File: src/hw/rtl/pipt_pkg.sv
// Shared types and constants for the point-in-polygon test unit.
package pipt_pkg;

    localparam int COORD_BITS = 24;
    localparam int DIFF_BITS  = COORD_BITS + 1;
    localparam int PROD_BITS  = 2 * DIFF_BITS;

    typedef logic signed [COORD_BITS-1:0] t_coord;
    typedef logic signed [DIFF_BITS-1:0]  t_diff;
    typedef logic signed [PROD_BITS-1:0]  t_prod;

    // One input beat: a polygon vertex, the query point and the last-vertex mark.
    typedef struct packed {
        t_coord query_x;
        t_coord query_y;
        t_coord vertex_x;
        t_coord vertex_y;
        logic   last_vertex;
    } t_vertex_beat;

    // One result beat.
    typedef struct packed {
        logic point_inside;
        logic on_boundary;
    } t_result;

    // Operands of one edge test: query Q, edge from A to B.
    typedef struct packed {
        logic   en;
        t_coord qx;
        t_coord qy;
        t_coord ax;
        t_coord ay;
        t_coord bx;
        t_coord by;
    } t_edge;

    // Verdict of one edge test.
    typedef struct packed {
        logic toggle;
        logic hit;
    } t_edge_res;

endpackage

File: src/hw/rtl/pipt_edge.sv
// Two-stage ray-casting edge test: classify and subtract, then multiply.
module pipt_edge (
    input  logic                i_clk,
    input  logic                i_ld2,
    input  logic                i_ld3,
    input  pipt_pkg::t_edge     i_edge,
    output pipt_pkg::t_edge_res o_res
);
    import pipt_pkg::*;

    logic  vhit;
    logic  straddle;
    logic  a_level;
    logic  b_level;
    logic  between_x;
    logic  n_hit_fix;
    logic  n_tog_fix;
    logic  n_str;

    t_diff r_d1, r_d2, r_d3, r_d4;
    logic  r_str2, r_dy_neg2, r_hit2, r_tog2;

    t_prod r_p1, r_p2;
    logic  r_str3, r_dy_neg3, r_hit3, r_tog3;

    logic  p_gt, p_lt, p_eq;

    always_comb begin
        vhit      = ((i_edge.qx == i_edge.ax) && (i_edge.qy == i_edge.ay)) ||
                    ((i_edge.qx == i_edge.bx) && (i_edge.qy == i_edge.by));
        straddle  = ((i_edge.qy > i_edge.ay) && (i_edge.qy < i_edge.by)) ||
                    ((i_edge.qy < i_edge.ay) && (i_edge.qy > i_edge.by));
        a_level   = (i_edge.ay == i_edge.qy);
        b_level   = (i_edge.by == i_edge.qy);
        between_x = ((i_edge.qx > i_edge.ax) && (i_edge.qx < i_edge.bx)) ||
                    ((i_edge.qx < i_edge.ax) && (i_edge.qx > i_edge.bx));

        n_str     = i_edge.en && !vhit && straddle;
        // horizontal edge through the query, or a vertex hit
        n_hit_fix = i_edge.en && (vhit || (!straddle && a_level && b_level && between_x));
        // one endpoint at query height: count by the other endpoint
        n_tog_fix = i_edge.en && !vhit && !straddle &&
                    ((b_level && !a_level && (i_edge.bx > i_edge.qx) &&
                      (i_edge.ay < i_edge.qy)) ||
                     (a_level && !b_level && (i_edge.ax > i_edge.qx) &&
                      (i_edge.by < i_edge.qy)));
    end

    always_ff @(posedge i_clk) begin
        if (i_ld2) begin
            r_d1      <= t_diff'(i_edge.qy) - t_diff'(i_edge.ay);
            r_d2      <= t_diff'(i_edge.bx) - t_diff'(i_edge.ax);
            r_d3      <= t_diff'(i_edge.qx) - t_diff'(i_edge.ax);
            r_d4      <= t_diff'(i_edge.by) - t_diff'(i_edge.ay);
            r_str2    <= n_str;
            r_dy_neg2 <= (i_edge.by < i_edge.ay);
            r_hit2    <= n_hit_fix;
            r_tog2    <= n_tog_fix;
        end
    end

    always_ff @(posedge i_clk) begin
        if (i_ld3) begin
            r_p1      <= t_prod'(r_d1) * t_prod'(r_d2);
            r_p2      <= t_prod'(r_d3) * t_prod'(r_d4);
            r_str3    <= r_str2;
            r_dy_neg3 <= r_dy_neg2;
            r_hit3    <= r_hit2;
            r_tog3    <= r_tog2;
        end
    end

    always_comb begin
        p_gt = (r_p1 > r_p2);
        p_lt = (r_p1 < r_p2);
        p_eq = (r_p1 == r_p2);
        o_res.hit    = r_hit3 || (r_str3 && p_eq);
        o_res.toggle = r_tog3 || (r_str3 && (r_dy_neg3 ? p_lt : p_gt));
    end

endmodule

File: config.mk
export PLATFORM = sky130hd
export DESIGN_NAME = pipt_edge
export DESIGN_NICKNAME = d
export VERILOG_FILES = /design/src/hw/rtl/pipt_pkg.sv /design/src/hw/rtl/pipt_edge.sv
export SDC_FILE = /design/constraint.sdc
export NUM_CORES = 2
export LEC_CHECK = 0
export ABC_AREA = 1
export BUFFER_PORTS_ARGS = -buffer_cell sky130_fd_sc_hd__buf_2
export CAP_MARGIN = 20
export CORE_MARGIN = 2
export CORE_UTILIZATION = 45
export DETAILED_ROUTE_END_ITERATION = 8
export GPL_ROUTABILITY_DRIVEN = 0
export HOLD_SLACK_MARGIN = 0.03
export PLACE_DENSITY = 0.64
export SYNTH_ARGS = -nofsm -noshare
export SYNTH_HDL_FRONTEND = slang
export SYNTH_SLANG_ARGS = --single-unit
File: constraint.sdc
create_clock -name i_clk -period 6.5 [get_ports i_clk]
set_input_delay 1.3 -clock i_clk [delete_from_list [all_inputs] [get_ports i_clk]]
set_output_delay 1.3 -clock i_clk [all_outputs]
set_load 0.005 [all_outputs]
* Word-level counts from Yosys, hierarchy flattened *
Index checks and enable logic that the tools add are counted.
Widths: inputs -> output; s select.

storage, ports and cells
  latch bits = 0
  memories = 0
  register bits = 208
  memory bits (read-only) = 0
  output and inout bits = 2
  bits in writable memories = 0

cells by class
  $add $sub $neg = 4
  bitwise operators = 0
  reduce and logical (&&, ||, !) cells = 33
  eq/ne operators = 7
  magnitude comparators = 15
  muxes and demuxes = 1
  shift-type cells = 0
  div/mod/pow operators = 0
  multipliers = 2

operators with widths
  cell               number
  $lt 24x24->1       7
  $eq 24x24->1       6
  $gt 24x24->1       6
  $mul 25x25->50     2
  $sub 24x24->25     4
  $eq 50x50->1       1
  $gt 50x50->1       1
  $lt 50x50->1       1
  $logic_and 1x1->1  22
  $logic_or 1x1->1   7
  $logic_not 1->1    4
  $mux 1             1

* Logic depth before layout (Yosys ltp) *
  word-level depth = 9
  mapped depth = 30
  mapped depth without buffers = 28

* Worst setup path before layout *
Ideal clock, no wire load.

  kind = flip-flop to flip-flop
  start point = reg r_d3[24]
  end point = reg r_p2[49] (data pin)
  setup slack = -0.243 ns
  clock period less this slack = 6.743 ns
  cell stages (with the launch flop) = 28
  data arrival time = 6.480 ns
  data required time = 6.237 ns
  cell sequence = edfxtp_1 > clkbuf_1 > clkbuf_1 > nand2_1 > inv_1 > fa_1 > inv_1 > fa_1 > inv_1 > fa_1 > inv_1 > fa_1 > inv_1 > fa_1 > inv_1 > fa_1 > inv_1 > fa_1 > ha_1 > nand2_1 > inv_1 > nand3_1 > nor2_1 > inv_1 > nor4_1 > o21ai_1 > nand3_1 > xor2_1

on the way
  word-level cells in the longest chain between the ends = 1

ends and longest elaborated chain
  item                    RTL line         text
  start, declared         pipt_edge.sv:20  t_diff r_d1, r_d2, r_d3, r_d4;
  start signal, assigned  pipt_edge.sv:53  r_d3 <= t_diff'(i_edge.qx) - t_diff'(i_edge.ax);
  $mul 25x25->50          pipt_edge.sv:65  r_p2 <= t_prod'(r_d3) * t_prod'(r_d4);
  end signal, assigned    pipt_edge.sv:65
  end, declared           pipt_edge.sv:23  t_prod r_p1, r_p2;

Every way passes these cells.
A chain may end at the register's enable or synchronous reset.

* Worst setup path after layout *
  start point = reg r_d4[24]
  end point = reg r_p2[39] (data pin)

on the way
  word-level cells in the longest chain between the ends = 1

ends and longest elaborated chain
  item                    RTL line         text
  start, declared         pipt_edge.sv:20
  start signal, assigned  pipt_edge.sv:54  r_d4 <= t_diff'(i_edge.by) - t_diff'(i_edge.ay);
  $mul 25x25->50          pipt_edge.sv:65

Every way passes these cells.

==> summary.txt <==
Floorplan
  • Initial core utilization: 45.1%
  • Core area: 0.137 sq mm
  • Number of primary I/O pins: 150
  • # rows: 136
  • Die height: 375 um
  • Die width: 375 um
  • Full die area: 0.140 sq mm

Critical path
  • Max incr delay on CP: 620 ps
  • Kind of critical path: reg -> reg
  • Worst Setup Start Kind: register
  • Worst path cell trace: inv_1, buf_12, or2_2, fa_1, inv_1, fa_1, fa_1, fa_1, fa_1, fa_1, inv_1, fa_2, inv_2, ha_4, nand2_2, nand2_2, buf_4, a31oi_4, o21ai_1, a21oi_1, nand2_1, a21o_4, buf_4, xor2_1
  • Data arrival, critical path: 6810 ps
  • Worst reg2reg path depth: 24
  • Crit end category: register
  • Worst-path fanout max: 6
  • Crit path required time: 6800 ps
  • Crit-path slowest cell: fa_2
  • Worst path most repeated cell: fa_1

STA
  • Hold Vio Cnt, Final: 0
  • Max-slew violations: 0
  • Unrepaired setup endpoints after global routing: true
  • Fmax: 154 MHz
  • Setup TNS: -10.4 ps
  • Final setup vio count: 2
  • Final min period: 6510 ps
  • Relative slew slack: 38.2%
  • Worst Tran Pin Value: 927 ps
  • Clock Skew: 11.5 ps
  • Worst setup margin: -8.18 ps
  • Fin crit share: 100%

CTS
  • H-tree levels: 1
  • Clock Pin Slew Worst Setup and Hold Paths: 60 ps
  • CTS tree: yes
  • Total CTS buffers: 26
  • Clock sinks: 208
  • Clock Tree Root: clkbuf_16
  • Maximum clock path buffer count: 3
  • Hold_buf cts: 0
  • Clk Latency, worst-skew pair: 550 ps

Run status
  • Status: complete, but fails checks
  • Failing checks: negative setup slack

Synthesis
  • Synthesized area: 0.0618 sq mm
  • Register area share after synthesis: 10.1%
  • Post-synth EDFFs: 208
  • Main synth FF type: edfxtp_1
  • Ys async rst share: 0%
  • Yosys reg bits: 208
  • Unique masters post-synth: 55
  • Warnings from Yosys: 0
  • Syn avg cell area: 8.27 sq um
  • Post-synthesis cell count: 7479
  • Mapped Nets: 9426

Placed design
  • Placed wire-length estimate: 154000 um
  • Pre-CTS WS: -114 ps
  • IO Port Bufs: 149
  • Dpl cell area: 0.0678 sq mm

Detailed routing
  • Antenna Nets Post-Route: 0
  • Initial DRC Count: 3408
  • 1st-pass router iterations: 6
  • Via count: 49400
  • Wirelength per Cell: 18.9 um
  • Residual DRC count: 0
  • Vias per cell: 5.13
  • DRT Wirelength: 182000 um

Layout
  • NumNets Final: 9752
  • Final instance area: 0.0712 sq mm
  • Area Overhead vs Synth: 15.1%
  • Layout cells sized above 1: 13.8%
  • Utilization after layout: 52.0%
  • Final-layout fill cell count: 12500

Worst hold path
  • Worst hold path type: reg -> reg
  • WHS Path Cells: 0

Flow run
  • Max Cap Viol: 0

GRT
  • Antenna violations before repair: 4
  • Largest net degree at the start of global routing: 64
  • Vias in the first global route: 52800
  • GRT Resource Usage Total: 25.9%
  • Gr ovfl total: 0
  • First-pass GRT wire length: 286000 um
layout by cell type, fill, tap and decap left out, types with 9 or more instances in the layout:
cell type,Yosys,layout
o21ai_1,15,33
nand2_1,1734,1677
xnor2_1,76,73
buf_6,0,18
o21bai_2,3,9
buf_2,1,147
edfxtp_1,208,208
a21oi_2,7,47
nand4_1,36,36
nand3_1,101,93
inv_2,8,54
nor2_1,274,216
o21ai_2,11,17
nor2_4,2,29
ha_1,479,420
ha_4,0,55
fa_1,1320,1292
a21oi_1,236,192
nand2_2,4,49
o21a_1,13,13
nand2_4,0,12
fa_2,0,28
nor3_1,27,22
nor2_2,10,41
o21bai_1,25,18
clkbuf_16,0,33
a21o_1,30,30
o21ai_0,100,72
xor2_1,129,123
inv_1,2217,2166
nand3_2,4,12
a31oi_1,26,17
or2_2,14,14
buf_12,0,91
buf_4,0,333
cell families (layout without fill, tap and decap cells):
| family | count (synthesis) | after routing | share of synthesized area, % |
|---|---|---|---|
| buffers and inverters | 2524 | 2870 | 15.3 |
| and+or+nand+nor | 2236 | 2236 | 14.4 |
| adders and majority gates | 1799 | 1799 | 52.4 |
| other | 0 | 3 | 0 |
| DFF | 208 | 208 | 10.1 |
| AOI/OAI and AO/OA | 507 | 507 | 4.86 |
| xor gates and xnor gates | 205 | 205 | 2.90 |
worst paths after layout:
path / start / end / slack, ps
hold reg to reg: r_tog2 / r_tog3 / 430
setup reg to reg: r_d4[24] / r_p2[39] / -8
setup / recovery: r_d4[24] / r_p2[39] / -8
hold / removal: r_tog2 / r_tog3 / 430
area by class of cell:
cell class	instances	area [sq um]	area share [%]
clock buffers	33	698	0.981
repair buffers	597	5440	7.64
clock inverters	15	163	0.228
diodes	3	7.51	0.0105
inverters	2225	8370	11.8
flip-flops and latches	208	6250	8.77
well taps	1794	2240	3.15
multi-input cells	4747	48000	67.5
synthesized netlist by cell type (6+ instances only):
| master | n | area [sq um] |
|---|---|---|
| nand4_1 | 36 | 225 |
| a21o_1 | 30 | 225 |
| o21ai_2 | 11 | 96.3 |
| o21a_1 | 13 | 97.6 |
| xnor2_1 | 76 | 666 |
| xor2_1 | 129 | 1130 |
| a21oi_1 | 236 | 1180 |
| a21oi_2 | 7 | 61.3 |
| and3_1 | 7 | 43.8 |
| o21bai_1 | 25 | 188 |
| inv_2 | 8 | 30.0 |
| or2_2 | 14 | 87.6 |
| nor4_1 | 7 | 43.8 |
| nand2_1 | 1734 | 6510 |
| o211ai_1 | 7 | 52.6 |
| nor3_1 | 27 | 135 |
| nor2_2 | 10 | 62.6 |
| edfxtp_1 | 208 | 6250 |
| o21ai_1 | 15 | 75.1 |
| inv_1 | 2217 | 8320 |
| fa_1 | 1320 | 26400 |
| clkbuf_1 | 298 | 1120 |
| nand3_1 | 101 | 505 |
| ha_1 | 479 | 5990 |
| o21ai_0 | 100 | 500 |
| nor4_2 | 6 | 75.1 |
| nor2_1 | 274 | 1030 |
| a31oi_1 | 26 | 163 |
metal layers:
metal	wire length [um]	vias up	GRT usage [%]
met5	37	-	0
met4	10400	6	11.5
met3	13300	479	3.69
met2	86600	2010	43.8
met1	71700	24700	33.2
li1	-	22200	-
critical path: cells and delay by family (launching register included):
kind	cells	cell delay, ps
buffers and inverters	7	830
XOR/XNOR	1	130
AND/OR/NAND/NOR	4	520
AO/OA/AOI/OAI	4	590
adder cells (fa/ha/maj)	8	3730
flip-flops	1	470
flip-flops by register name (all words and copies together) (netlist names):
signal / count
r_p1: 50
r_p2: 50
r_dy_neg2: 1
r_d1: 25
r_str2: 1
r_d3: 25
r_hit3: 1
r_str3: 1
r_d4: 25
r_dy_neg3: 1
r_tog2: 1
r_d2: 25
r_hit2: 1
r_tog3: 1
timing repair:
item                       4_1_cts  5_1_grt
gates resized for setup         22      460
gates cloned                     0        7
pin swaps                       10      136
buffers inserted                 6       49
setup endpoints to repair       19       60
stage by stage:
stage	hold WS, ps	cells
global route	432	9619
floorplan	400	7479
global placement	404	9510
finish	433	9622
CTS	423	9564
detailed placement	412	9510
Power is not shown: default switching activity piles up to over one toggle a cycle in this logic, so the estimate is an artifact.
